<file path="src/pes_pkg.sv">
// shared types and constants for the polygon edge setup block
package pes_pkg;

    typedef enum logic [1:0] {
        OP_LOAD_POINT  = 2'd0,
        OP_LOAD_VERTEX = 2'd1,
        OP_FIND_TOP    = 2'd2,
        OP_SETUP_EDGE  = 2'd3
    } op_t;

    typedef enum logic [1:0] {
        CFG_VERTEX_COUNT   = 2'd0,
        CFG_TEXTURE_WIDTH  = 2'd1,
        CFG_TEXTURE_HEIGHT = 2'd2
    } cfg_index_t;

    typedef enum logic [4:0] {
        ST_IDLE,
        ST_TOP_RD,
        ST_TOP_WAIT,
        ST_TOP_CMP,
        ST_E_RD_FROM,
        ST_E_WAIT_FROM,
        ST_E_RD_TO,
        ST_E_WAIT_TO,
        ST_E_LATCH_TO,
        ST_E_MUL,
        ST_E_DIFF,
        ST_DIV_X_START,
        ST_DIV_X_RUN,
        ST_DIV_U_START,
        ST_DIV_U_RUN,
        ST_DIV_V_START,
        ST_DIV_V_RUN,
        ST_OUT
    } state_t;

    typedef enum logic [1:0] {
        DSEL_X = 2'd0,
        DSEL_U = 2'd1,
        DSEL_V = 2'd2
    } div_sel_t;

    // controller to datapath
    typedef struct packed {
        logic     capture;
        logic     load_point;
        logic     load_vertex;
        logic     top_init;
        logic     top_read;
        logic     top_cmp;
        logic     top_step;
        logic     rd_from;
        logic     latch_from;
        logic     rd_to;
        logic     latch_to;
        logic     do_mul;
        logic     do_diff;
        logic     div_start;
        div_sel_t div_sel;
        logic     div_store;
        logic     out_top;
        logic     out_edge;
    } pes_cmd_t;

    // datapath to controller
    typedef struct packed {
        logic top_last;
        logic div_busy;
        logic rows_pos;
        logic textured;
    } pes_status_t;

endpackage

</file>
<file path="src/pes_ctrl.sv">
// controller state machine sequencing loads, top scan and edge setup
module pes_ctrl (
    input  logic                 clk,
    input  logic                 rst_n,
    input  logic                 in_valid,
    output logic                 in_stall,
    input  logic [1:0]           op,
    output logic                 out_valid,
    input  logic                 out_stall,
    output pes_pkg::pes_cmd_t    cmd,
    input  pes_pkg::pes_status_t status
);
    import pes_pkg::*;

    state_t state_reg, state_next;
    op_t    op_reg;
    logic   out_valid_reg, out_valid_next;
    logic   accept;
    logic   load_pend_reg;

    assign in_stall = (state_reg != ST_IDLE) || load_pend_reg || out_valid_reg;
    assign accept   = in_valid && !in_stall;

    always_ff @(posedge clk or negedge rst_n)
    begin
        if (!rst_n)
        begin
            state_reg     <= ST_IDLE;
            op_reg        <= OP_LOAD_POINT;
            out_valid_reg <= 1'b0;
            load_pend_reg <= 1'b0;
        end
        else
        begin
            state_reg     <= state_next;
            out_valid_reg <= out_valid_next;
            load_pend_reg <= accept && (op == OP_LOAD_POINT || op == OP_LOAD_VERTEX);
            if (accept)
                op_reg <= op_t'(op);
        end
    end

    // next state
    always_comb
    begin
        state_next = state_reg;
        case (state_reg)
            ST_IDLE:
            begin
                if (accept && op == OP_FIND_TOP)
                    state_next = ST_TOP_RD;
                else if (accept && op == OP_SETUP_EDGE)
                    state_next = ST_E_RD_FROM;
            end
            ST_TOP_RD:      state_next = ST_TOP_WAIT;
            ST_TOP_WAIT:    state_next = ST_TOP_CMP;
            ST_TOP_CMP:     state_next = status.top_last ? ST_OUT : ST_TOP_RD;
            ST_E_RD_FROM:   state_next = ST_E_WAIT_FROM;
            ST_E_WAIT_FROM: state_next = ST_E_RD_TO;
            ST_E_RD_TO:     state_next = ST_E_WAIT_TO;
            ST_E_WAIT_TO:   state_next = ST_E_LATCH_TO;
            ST_E_LATCH_TO:  state_next = ST_E_MUL;
            ST_E_MUL:       state_next = ST_E_DIFF;
            ST_E_DIFF:
                state_next = status.rows_pos ? ST_DIV_X_START : ST_OUT;
            ST_DIV_X_START: state_next = ST_DIV_X_RUN;
            ST_DIV_X_RUN:
                if (!status.div_busy)
                    state_next = status.textured ? ST_DIV_U_START : ST_OUT;
            ST_DIV_U_START: state_next = ST_DIV_U_RUN;
            ST_DIV_U_RUN:   if (!status.div_busy) state_next = ST_DIV_V_START;
            ST_DIV_V_START: state_next = ST_DIV_V_RUN;
            ST_DIV_V_RUN:   if (!status.div_busy) state_next = ST_OUT;
            ST_OUT:         state_next = ST_IDLE;
            default:        state_next = ST_IDLE;
        endcase
    end

    // outputs
    always_comb
    begin
        cmd            = '0;
        cmd.div_sel    = DSEL_X;
        out_valid_next = out_valid_reg && out_stall;
        cmd.capture    = accept;
        cmd.load_point  = load_pend_reg && op_reg == OP_LOAD_POINT;
        cmd.load_vertex = load_pend_reg && op_reg == OP_LOAD_VERTEX;
        case (state_reg)
            ST_IDLE:
                cmd.top_init = 1'b1;
            ST_TOP_RD:
            begin
                cmd.top_read = 1'b1;
                cmd.top_step = 1'b1;
            end
            ST_TOP_CMP:
                cmd.top_cmp = 1'b1;
            ST_E_RD_FROM:
                cmd.rd_from = 1'b1;
            ST_E_WAIT_FROM:
                cmd.rd_from = 1'b1;
            // start point data arrives as the end vertex read begins
            ST_E_RD_TO:
            begin
                cmd.rd_to      = 1'b1;
                cmd.latch_from = 1'b1;
            end
            ST_E_WAIT_TO:
                cmd.rd_to = 1'b1;
            ST_E_LATCH_TO:
                cmd.latch_to = 1'b1;
            ST_E_MUL:
                cmd.do_mul = 1'b1;
            ST_E_DIFF:
                cmd.do_diff = 1'b1;
            ST_DIV_X_START:
                cmd.div_start = 1'b1;
            ST_DIV_X_RUN:
                cmd.div_store = !status.div_busy;
            ST_DIV_U_START:
            begin
                cmd.div_sel   = DSEL_U;
                cmd.div_start = 1'b1;
            end
            ST_DIV_U_RUN:
            begin
                cmd.div_sel   = DSEL_U;
                cmd.div_store = !status.div_busy;
            end
            ST_DIV_V_START:
            begin
                cmd.div_sel   = DSEL_V;
                cmd.div_start = 1'b1;
            end
            ST_DIV_V_RUN:
            begin
                cmd.div_sel   = DSEL_V;
                cmd.div_store = !status.div_busy;
            end
            ST_OUT:
            begin
                cmd.out_top    = op_reg == OP_FIND_TOP;
                cmd.out_edge   = op_reg == OP_SETUP_EDGE;
                out_valid_next = 1'b1;
            end
            default:
                cmd.top_init = 1'b0;
        endcase
    end

    assign out_valid = out_valid_reg;

    // no new request while a result is pending
    a_no_accept_busy: assert property (@(posedge clk) disable iff (!rst_n)
        out_valid_reg |-> in_stall)
        else $error("request accepted with result pending");
    // a result is raised only from the output state
    a_rise_from_out: assert property (@(posedge clk) disable iff (!rst_n)
        $rose(out_valid_reg) |-> $past(state_reg) == ST_OUT)
        else $error("result raised outside output state");
    // divider is idle when a division starts
    a_div_idle: assert property (@(posedge clk) disable iff (!rst_n)
        cmd.div_start |-> !status.div_busy)
        else $error("divider restarted while busy");
endmodule

</file>
<file path="config.mk">
export PLATFORM = sky130hd
export DESIGN_NAME = pes_ctrl
export DESIGN_NICKNAME = d
export VERILOG_FILES = /design/src/pes_pkg.sv /design/src/pes_ctrl.sv
export SDC_FILE = /design/constraint.sdc
export NUM_CORES = 1
export LEC_CHECK = 0
export ABC_AREA = 1
export BUFFER_PORTS_ARGS = -buffer_cell sky130_fd_sc_hd__buf_4
export CAP_MARGIN = 20
export CORE_MARGIN = 2
export CORE_UTILIZATION = 47
export DETAILED_ROUTE_END_ITERATION = 8
export PLACE_DENSITY = 0.77
export SLEW_MARGIN = 20
export SYNTH_ARGS = -nofsm -noshare
export SYNTH_HDL_FRONTEND = slang
export SYNTH_SLANG_ARGS = --single-unit
export TNS_END_PERCENT = 20
</file>
<file path="constraint.sdc">
create_clock -name clk -period 1.55 [get_ports clk]
set_input_delay 0.2325 -clock clk [delete_from_list [all_inputs] [get_ports clk]]
set_output_delay 0.2325 -clock clk [all_outputs]
set_load 0.01 [all_outputs]
</file>
# Word-level counts from Yosys, hierarchy flattened
# Index checks and enable logic that the tools add are counted.
# totals
wordCells	77
register_bits	9
out_inout_bits	21
# classes
muxes	23
n_eq_ne	27
n_reduce_logical	23
# op_table
cell	count
$pmux 5 s17	1
$eq 5x4->1 const B	8
$mux 5	8
$eq 5x3->1 const B	4
$mux 1	12
$eq 5x2->1 const B	2
$eq 5x5->1 const B	2
$eq 2x2->1 const B	4
$reduce_or 2->1	4
$logic_and 1x1->1	7
$ne 2x2->1 const B	3
$reduce_or 3->1	2
$eq 5x1->1 const B	1
$logic_not 5->1	1
$reduce_bool 5->1	1
$eq 2x1->1 const B	2
$logic_not 2->1	2
$pmux 2 s2	1
$reduce_and 4->1	1
$logic_or 1x1->1	3
$ne 3x3->1 const B	1
$logic_not 1->1	2
$mux 2	1

# Depth between registers and ports, before layout
# Gate-level depths: netlist of run 1.
# logic_depth
word_depth	9
ltp_mapped	10
depth_no_buf	10

# Worst setup path before layout of run 1
# No wires, ideal clock.
# synth_timing
path_type	register to output
from	reg state_reg[3]
to	out cmd[18] (netlist name)
path_buffers	1
required_ns	1.317
path_stages_with_launch	7
slack_ns	0.205
t_arrival_ns	1.113
cell_sequence	dfrtp_1 nor2_2 inv_2 nor2_8 nand3_4 inv_2 buf_4
# synth_via
elab_chain_len	5
# synth_lines
element	line_no	source
start: declaration	pes_ctrl.sv:15	state_t state_reg, state_next;
start signal: assignment	pes_ctrl.sv:35	state_reg <= state_next;
$reduce_bool 5->1	pes_ctrl.sv:21	assign in_stall = (state_reg != ST_IDLE) || load_pend_reg || out_valid_reg;
$logic_or 1x1->1 (2 in a row)	pes_ctrl.sv:21	
$logic_not 1->1	pes_ctrl.sv:22	assign accept = in_valid && !in_stall;
$logic_and 1x1->1	pes_ctrl.sv:22	
end: declaration	pes_ctrl.sv:10	output pes_pkg::pes_cmd_t cmd,
# No other way between the ends.

==> impl_metrics.toml, run 1 <==
[clock_network]
htree_num_levels = 1
cts_buffers = 3
root_buffer = "clkbuf_4"
clock_latency_ns = 0.28
tritoncts = "yes"
clk_pin_slew_worst_paths_ns = 0.06
cts.sinks = 9
clockBufferDepth = 2

[cells_and_area]
nFillCells = 105
largest_register_ffs = 5
nets = 181
diodes = 0
fin_area_um2 = 1240
syn2layout_area_growth_pct = 56.2
drive_above_1_share_pct = 47.1

[sta]
hold_viol = 0
fmax_mhz = 597
max_slew_margin_pct = 81.3
drv_slew = 0
fin_ws_ns = -0.124
rsz0062_at_grt = "yes"
setup_violations = 13
tightest_slew_ns = 0.278
skew_ns = 0.00826
post-route-period-util_pct = 108
period_needed_ns = 1.67

[die]
core_um2 = 1540
dieWidth_um = 45.1
fp-row-count = 14
start_util_pct = 51.5
die_y_um = 45.1
pin_count = 31
die_area_um2 = 2030

[grt]
track_usage_pct = 27.3
grt_pass1_vias = 906
grt_pass1_wl_mm = 3.87
grt_start_max_net_pins = 10
grt.overflow.total = 0
antenna_found_initial = 0

[synthesis]
ys_ff_latch = 9
syn-num-nets = 132
yosysMostFrequentCell = "nand2_1"
async_flop_share_pct = 100
synth_ff_type = "dfrtp_1"
ys_seq_area_share_pct = 28.4
synth-edff-count = 0
yosysTopAreaCell = "dfrtp_1"
synth_warnings = 0
synthTopCellsByArea = "dfrtp_1, nand2_1, inv_1"
synthesis.area_um2 = 793
synth.distinct_cells = 24
synthCells = 122
synth_common_cells = "nand2_1, inv_1, nor2_1"
netlist.area_leader.share_pct = 28.4
avgSynthCellArea_um2 = 6.50

[placed_design]
port_buffers = 30
gp_congestion = 0.949
pre_cts_ws_ns = 0.0582
place_hpwl_mm = 1.65
placed_cell_area_um2 = 1040

[pwr]
combinationalPowerShare_pct = 71.1
vdd_drop_max_v = 0.00126
swShare_pct = 47.9
p_sw_mw = 1.09
clkPwrFrac_pct = 8.4
cellLeakagePower_nw = 0.727
powerDensity_nw_per_um2 = 1840
p_seq_share_pct = 20.5
p_int_mw = 1.19

[setup_path]
cp-end-kind = "output port"
path_class = "register to output port"
path_max_fanout = 7
slowest_delay_ns = 0.46
slowest_stage = "dfrtp_2"
path_cells = "nor2_4, nand2_4, nor2_8, nand3_4, inv_2, buf_6"
crit_path_start_kind = "register"
cp.arrival_ns = 1.44
cp.required_ns = 1.32

[drt]
ant_nets = 0
wl_per_cell_um = 12.9
drtPass1Iterations = 4
vias = 977
avgViaCountPerCell = 5.25
wl_mm = 2.39
route.detailed.drc = 0
drtIter0Drc = 27

[run_status]
violations = "negative setup slack"
status = "finished with violations"

[hold_path]
hold_path_class = "primary input to register"

[job]
max_cap_violations = 0
-- cells by family (layout without fill, tap and decap cells) --
kind of cell	after synthesis	in the layout	synth area share, %
flip-flops	9	9	28.4
AND/OR/NAND/NOR	73	73	47.8
buffers and inverters	29	77	14.7
AO/OA/AOI/OAI	11	11	9.15
-- per-stage QoR --
step           std cells  setup TNS [ns]  power, mW  util, %  hold slack (ns)
3_5_place_dp         168               0       1.66     67.4           0.0590
6_report             186          -0.866       2.28     80.4            0.140
2_1_floorplan        122               0       1.25        -          -0.0631
3_3_place_gp         168               0       1.64     67.4           0.0580
5_1_grt              186           -2.04       2.46     80.4            0.135
4_1_cts              185          -0.786       2.15     77.9            0.151
-- placed cells by master, fill, tap and decap left out --
cell / count
dfrtp_1: 5
nand2_1: 29
inv_1: 20
nor2_8: 1
clkbuf_1: 1
inv_2: 5
o31ai_1: 2
nor2_4: 2
nand3_1: 6
o21ai_0: 4
nor2_2: 4
nor3_1: 4
o2111ai_1: 1
nand4_1: 2
o211ai_1: 2
dfrtp_2: 4
clkinv_1: 1
dlygate4sd3_1: 1
inv_4: 1
buf_4: 41
nand3_2: 5
nor3_2: 2
nor2_1: 10
buf_12: 1
nand3b_1: 1
nand2_2: 5
nand2_4: 1
a21oi_2: 1
clkbuf_4: 3
buf_6: 3
o21ai_1: 1
nand3_4: 1
-- path summary, 6_finish.rpt --
| path | startpoint | end | slack (ns) | cells past startpoint |
|---|---|---|---|---|
| setup / recovery | state_reg[1] | cmd[18] | -0.12 | 6 |
| hold / removal | op[1] | load_pend_reg | 0.14 | 2 |
| setup reg to reg | state_reg[1] | state_reg[0] | -0.09 | 10 |
| hold reg to reg | out_valid | out_valid | 0.51 | 2 |
| max in group asynchronous | rst_n | state_reg[3] | 1.08 | 2 |
| min in group asynchronous | rst_n | op_reg[0] | 0.31 | 2 |
-- repair_timing --
| item | in CTS | in global routing |
|---|---|---|
| pin swaps | 7 | 4 |
| endpoints found under the setup margin | 13 | 19 |
| hold endpoints to repair | 9 | 0 |
| hold buffers | 1 | 0 |
| buffers inserted | 12 | 1 |
| cloned | 0 | 0 |
| gates resized for setup | 12 | 7 |
-- power groups by stage --
| stage | Clock, mW | Sequential, mW | Combinational, mW |
|---|---|---|---|
| 6_report | 0.191 | 0.468 | 1.62 |
| 5_1_grt | 0.207 | 0.483 | 1.77 |
| 4_1_cts | 0.182 | 0.454 | 1.52 |
| 3_5_place_dp | 0 | 0.443 | 1.22 |
| 3_3_place_gp | 0 | 0.438 | 1.20 |
| 2_1_floorplan | 0 | 0.430 | 0.823 |
-- layout make-up --
cell class | instances | area (µm²) | share of cell area, %
clock buffers | 4 | 26.3 | 2.12
multi-input cells | 84 | 487 | 39.3
flip-flops and latches | 9 | 230 | 18.6
repair buffers | 46 | 372 | 30.0
inverters | 27 | 104 | 8.38
well taps | 16 | 20.0 | 1.62
-- per-layer routing --
layer | global-route usage (%) | part of all wire [%]
met4 | 17.1 | 3.5
met2 | 44.9 | 49
met5 | 0 | 0
met1 | 31.0 | 41
met3 | 7.60 | 6.1
-- worst max-delay path: cells and delay by family, from the launching register on --
kind | cells | cell delay (ns)
flops | 1 | 0.46
buf+inv | 2 | 0.16
simple gates | 4 | 0.53
(Power assumes the default switching activity.)
==> run 2, diff against run 1 <==
--- a/config.mk
+++ b/config.mk
@@ -6,7 +6,7 @@
 export NUM_CORES = 1
 export LEC_CHECK = 0
 export ABC_AREA = 1
-export BUFFER_PORTS_ARGS = -buffer_cell sky130_fd_sc_hd__buf_4
+export BUFFER_PORTS_ARGS = -buffer_cell sky130_fd_sc_hd__buf_2
 export CAP_MARGIN = 20
 export CORE_MARGIN = 2
 export CORE_UTILIZATION = 47
==> run 2 against run 1 <==
  * Clock power fell by 3%
  * Power down 1.1%
  * Critical path depth unchanged
  * Largest cell class unchanged
  * Cell area is 1.3% lower
  * Critical endpoint is now cmd[8]
  * The flow still finishes with violations (negative setup slack)
  * Global-route usage decreased by 3.8 points
  * Combinational power about the same
==> impl_metrics.toml, run 2 (same netlist as run 1, synthesis figures left out) <==
[run_status]
status = "finished with violations"
violations = "negative setup slack"

[cells_and_area]
nets = 185
largest_register_ffs = 5
diodes = 0
drive_above_1_share_pct = 48.9
final_common_cell = "nand2_1"
final_cell_mix = "nand2_1, buf_2, inv_1, buf_4, nor2_1"
fin_area_um2 = 1220
final_cells = 190
syn2layout_area_growth_pct = 54.1

[pwr]
p_sw_mw = 1.14
vdd_drop_max_v = 0.00127
combinationalPowerShare_pct = 70.7
clkPwrFrac_pct = 8.2
powerDensity_nw_per_um2 = 1840
swShare_pct = 50.7
cellLeakagePower_nw = 0.749
p_int_mw = 1.11
p_seq_share_pct = 21.1
p_total_mw = 2.25

[grt]
grt_pass1_wl_mm = 3.45
grt_pass1_vias = 807
antenna_found_initial = 0
grt.overflow.total = 0
grt_start_max_net_pins = 10
track_usage_pct = 23.5

[die]
die_area_um2 = 2030
start_util_pct = 51.5
fp-row-count = 14
pin_count = 31
dieWidth_um = 45.1
die_y_um = 45.1
core_um2 = 1540

[setup_path]
cp.required_ns = 1.32
rrSetupSlack_ns = 0.01
path_max_fanout = 4
path_class = "register to output port"
r2r_end = "state_reg[3]"
crit_path_start_kind = "register"
reg2regPathDepth = 11
r2r-start = "state_reg[1]"
cp.arrival_ns = 1.48
cp-end-kind = "output port"

[job]
max_cap_violations = 0

[clock_network]
root_buffer = "clkbuf_4"
cts.sinks = 9
clock_latency_ns = 0.26
cts_buffers = 3
clockBufferDepth = 2
clk_pin_slew_worst_paths_ns = 0.06
tritoncts = "yes"
htree_num_levels = 1

[placed_design]
gp_congestion = 0.897
place_hpwl_mm = 1.60
place_inst = 168
placed_cell_area_um2 = 963
port_buffers = 30

[drt]
wl_per_cell_um = 13.5
wl_mm = 2.57
route.detailed.drc = 0
drtIter0Drc = 43
ant_nets = 0
avgViaCountPerCell = 5.45
drtPass1Iterations = 4
vias = 1035

[sta]
fin_ws_ns = -0.161
tightest_slew_ns = 0.383
fin_tns_setup_ns = -1.17
setup_violations = 18
period_needed_ns = 1.71
drv_slew = 0
fmax_mhz = 584
hold_viol = 0
post-route-period-util_pct = 110
skew_ns = 0.00307
max_slew_margin_pct = 74.3
rsz0062_at_grt = "yes"

[hold_path]
hold_path_class = "primary input to register"
min_from = "out_stall"
hold_path_end = "out_valid"
whs_path_depth = 3
run 2: worst max path at each step:
stage / from / to / slack [ns] / cells past startpoint
5_1_grt: state_reg[2] / cmd[8] / -0.19 / 6
3_3_place_gp: state_reg[2] / cmd[18] / 0.16 / 6
3_5_place_dp: state_reg[3] / cmd[18] / 0.11 / 6
2_1_floorplan: state_reg[3] / cmd[18] / 0.20 / 6
6_report: state_reg[2] / cmd[8] / -0.16 / 6
4_1_cts: state_reg[1] / cmd[18] / -0.1 / 6
run 2: timing repair:
item	CTS	global route
endpoints found under the setup margin	13	22
setup buffers	10	7
pin swaps	5	10
hold buffers	1	0
endpoints found under the hold margin	9	0
gates resized for setup	14	12
run 2: power by group through the flow:
stage	combinational, mW	sequential [mW]	clock, mW
2_1_floorplan	0.823	0.430	0
3_3_place_gp	1.11	0.435	0
3_5_place_dp	1.12	0.442	0
4_1_cts	1.39	0.458	0.188
5_1_grt	1.70	0.485	0.195
6_report	1.59	0.475	0.185
run 2: area by class of cell:
class / count / area [µm²]
Clock buffer: 4 / 26.3
Inverter: 27 / 109
Fill cell: 117 / 319
Tap cell: 16 / 20.0
Timing Repair Buffer: 50 / 319
Multi-Input combinational cell: 84 / 519
Sequential cell: 9 / 229
run 2: routing by layer:
layer	vias up	global-route usage [%]	part of all wire, %
met5	-	0	0
met4	0	11.8	2.5
met3	12	5.60	6.9
met2	54	37.7	51
met1	482	29.3	40
li1	487	-	-
run 2: critical path, stage by stage, from the launching register on:
cell and delay (ns):
dfrtp_1 0.45, inv_2 0.13, nand2_1 0.13, nor2_1 0.17
nand2_1 0.15, inv_1 0.07, buf_2 0.12
run 2: per-stage QoR:
stage / hold slack [ns] / util [%] / setup WS [ns]
after floorplan: -0.0631 / - / 0.205
after global placement: 0.0878 / 62.5 / 0.163
after detailed placement: 0.0917 / 62.5 / 0.106
after CTS: 0.168 / 72.7 / -0.0970
after global routing: 0.183 / 79.3 / -0.188
final: 0.175 / 79.3 / -0.161
==> run 3, diff against run 2 <==
--- a/config.mk
+++ b/config.mk
@@ -9,9 +9,9 @@
 export BUFFER_PORTS_ARGS = -buffer_cell sky130_fd_sc_hd__buf_2
 export CAP_MARGIN = 20
 export CORE_MARGIN = 2
-export CORE_UTILIZATION = 47
+export CORE_UTILIZATION = 50
 export DETAILED_ROUTE_END_ITERATION = 8
-export PLACE_DENSITY = 0.77
+export PLACE_DENSITY = 0.81
 export SLEW_MARGIN = 20
 export SYNTH_ARGS = -nofsm -noshare
 export SYNTH_HDL_FRONTEND = slang
==> constraint.sdc (replaced) <==
create_clock -name clk -period 2.22 [get_ports clk]
set_input_delay 0.333 -clock clk [delete_from_list [all_inputs] [get_ports clk]]
set_output_delay 0.333 -clock clk [all_outputs]
set_load 0.01 [all_outputs]
==> run 3 against run 2 <==
  * The flow now finishes without violations
  * Clock skew hardly changed
  * Core utilization is 13 points lower
  * Clock power is 30% lower
==> impl_metrics.toml, run 3 (same netlist as run 1, synthesis figures left out) <==
[clock_network]
tritoncts = "yes"
clk_pin_slew_worst_paths_ns = 0.06
cts_buffers = 3
postCtsSetupRepairBufs = 0
cts.sinks = 9
clockBufferDepth = 2
root_buffer = "clkbuf_4"
clock_latency_ns = 0.27
htree_num_levels = 1

[setup_path]
cp.arrival_ns = 1.54
path_max_fanout = 9
slowest_stage = "dfrtp_1"
path_class = "register to output port"
path_cells = "inv_2, nand3_2, inv_2, nand2_2, nand3_2, nand2_1, inv_1, buf_2"
cp-end-kind = "output port"
reg2regPathDepth = 10
cp.required_ns = 1.89
slowest_delay_ns = 0.45
rrSetupSlack_ns = 0.73
crit_path_start_kind = "register"

[cells_and_area]
nets = 166
diodes = 0
drive_above_1_share_pct = 32.9
final_cell_mix = "nand2_1, buf_2, inv_1, nor2_1, dfrtp_1"
nFillCells = 132
syn2layout_area_growth_pct = 24.1
multi_input_area_um2 = 452
fin_area_um2 = 985
largest_register_ffs = 5
final_cells = 171
register_area_um2 = 225

[pwr]
swShare_pct = 53.0
p_sw_mw = 0.633
p_seq_share_pct = 26.2
p_int_mw = 0.562
powerDensity_nw_per_um2 = 1210
cellLeakagePower_nw = 0.639
combinationalPowerShare_pct = 63.0
vdd_drop_max_v = 0.000777
clkPwrFrac_pct = 10.8

[grt]
grt_pass1_wl_mm = 3.31
grt_start_max_net_pins = 10
antenna_found_initial = 0
grt_pass1_vias = 781
track_usage_pct = 23.5
grt.overflow.total = 0

[drt]
wl_per_cell_um = 10.9
route.detailed.drc = 0
wl_mm = 1.86
avgViaCountPerCell = 5.06
ant_nets = 0
drtIter0Drc = 28
drtPass1Iterations = 6
vias = 866

[placed_design]
gp_congestion = 0.907
place_inst = 166
place_hpwl_mm = 1.57
port_buffers = 30
placed_cell_area_um2 = 948

[die]
die_area_um2 = 1920
dieWidth_um = 43.8
pin_count = 31
core_um2 = 1490
start_util_pct = 53.3
die_y_um = 43.8
fp-row-count = 14

[sta]
whs_ns = 0.262
period_needed_ns = 1.88
skew_ns = 0.00349
fin_tns_setup_ns = 0
fmax_mhz = 533
max_slew_margin_pct = 80.4
drv_slew = 0
setup_violations = 0
rsz0062_at_grt = "no"
tightest_slew_ns = 0.292
post-route-period-util_pct = 84.6
hold_viol = 0

[run_status]
status = "finished clean"

[hold_path]
hold_path_class = "primary input to register"
whs_path_depth = 2

[job]
max_cap_violations = 0
run 3: cell types whose count changed in the layout (fill, tap and decap cells not counted), sizes merged:
cell	delta
clkinv	-1
inv	+1
buf	-19
run 3: power groups by stage:
stage / clock [mW] / sequential, mW / combinational (mW)
floorplan: 0 / 0.300 / 0.575
global placement: 0 / 0.311 / 0.738
detailed placement: 0 / 0.315 / 0.758
CTS: 0.134 / 0.312 / 0.761
global route: 0.143 / 0.324 / 0.854
finish: 0.129 / 0.313 / 0.754
run 3: metal layers:
metal / GRT usage [%] / part of all wire [%] / vias to the layer above
met5: 0 / 0 / -
met3: 5.00 / 6.1 / 4
li1: - / - / 447
met1: 27.7 / 40 / 386
met2: 39.7 / 52 / 29
met4: 12.1 / 1.8 / 0
run 3: final cells by class:
| type | instances | area share (%) |
|---|---|---|
| multi-input combinational | 84 | 45.9 |
| timing repair buffer | 31 | 16.3 |
| sequential | 9 | 22.9 |
| inverter | 27 | 10.3 |
| clock buffer | 4 | 2.67 |
| tap | 16 | 2.03 |
run 3: timing repair:
action,CTS,global route
resized for setup,0,0
hold buffers,1,0
hold endpoints to repair,9,0
endpoints found under the setup margin,0,0
run 3: through the flow:
| step | setup slack [ns] | total power, mW | util (%) |
|---|---|---|---|
| after floorplan | 0.774 | 0.875 | - |
| after global placement | 0.640 | 1.05 | 63.7 |
| after detailed placement | 0.634 | 1.07 | 63.7 |
| after CTS | 0.334 | 1.21 | 66.1 |
| after global routing | 0.219 | 1.32 | 66.1 |
| final | 0.343 | 1.20 | 66.1 |
run 3: worst max-delay path, delay by kind of cell (launching register included):
kind / cells / cell delay, ns
and+or+nand+nor: 4 / 0.35
buffers and inverters: 4 / 0.46
DFF: 1 / 0.45
run 3: path summary, 6_finish.rpt:
path / startpoint / to
setup / recovery: state_reg[4] / cmd[2]
hold / removal: op[1] / load_pend_reg
setup reg to reg: state_reg[4] / state_reg[2]
hold reg to reg: out_valid / out_valid
max in group asynchronous: rst_n / out_valid
min in group asynchronous: rst_n / op_reg[0]
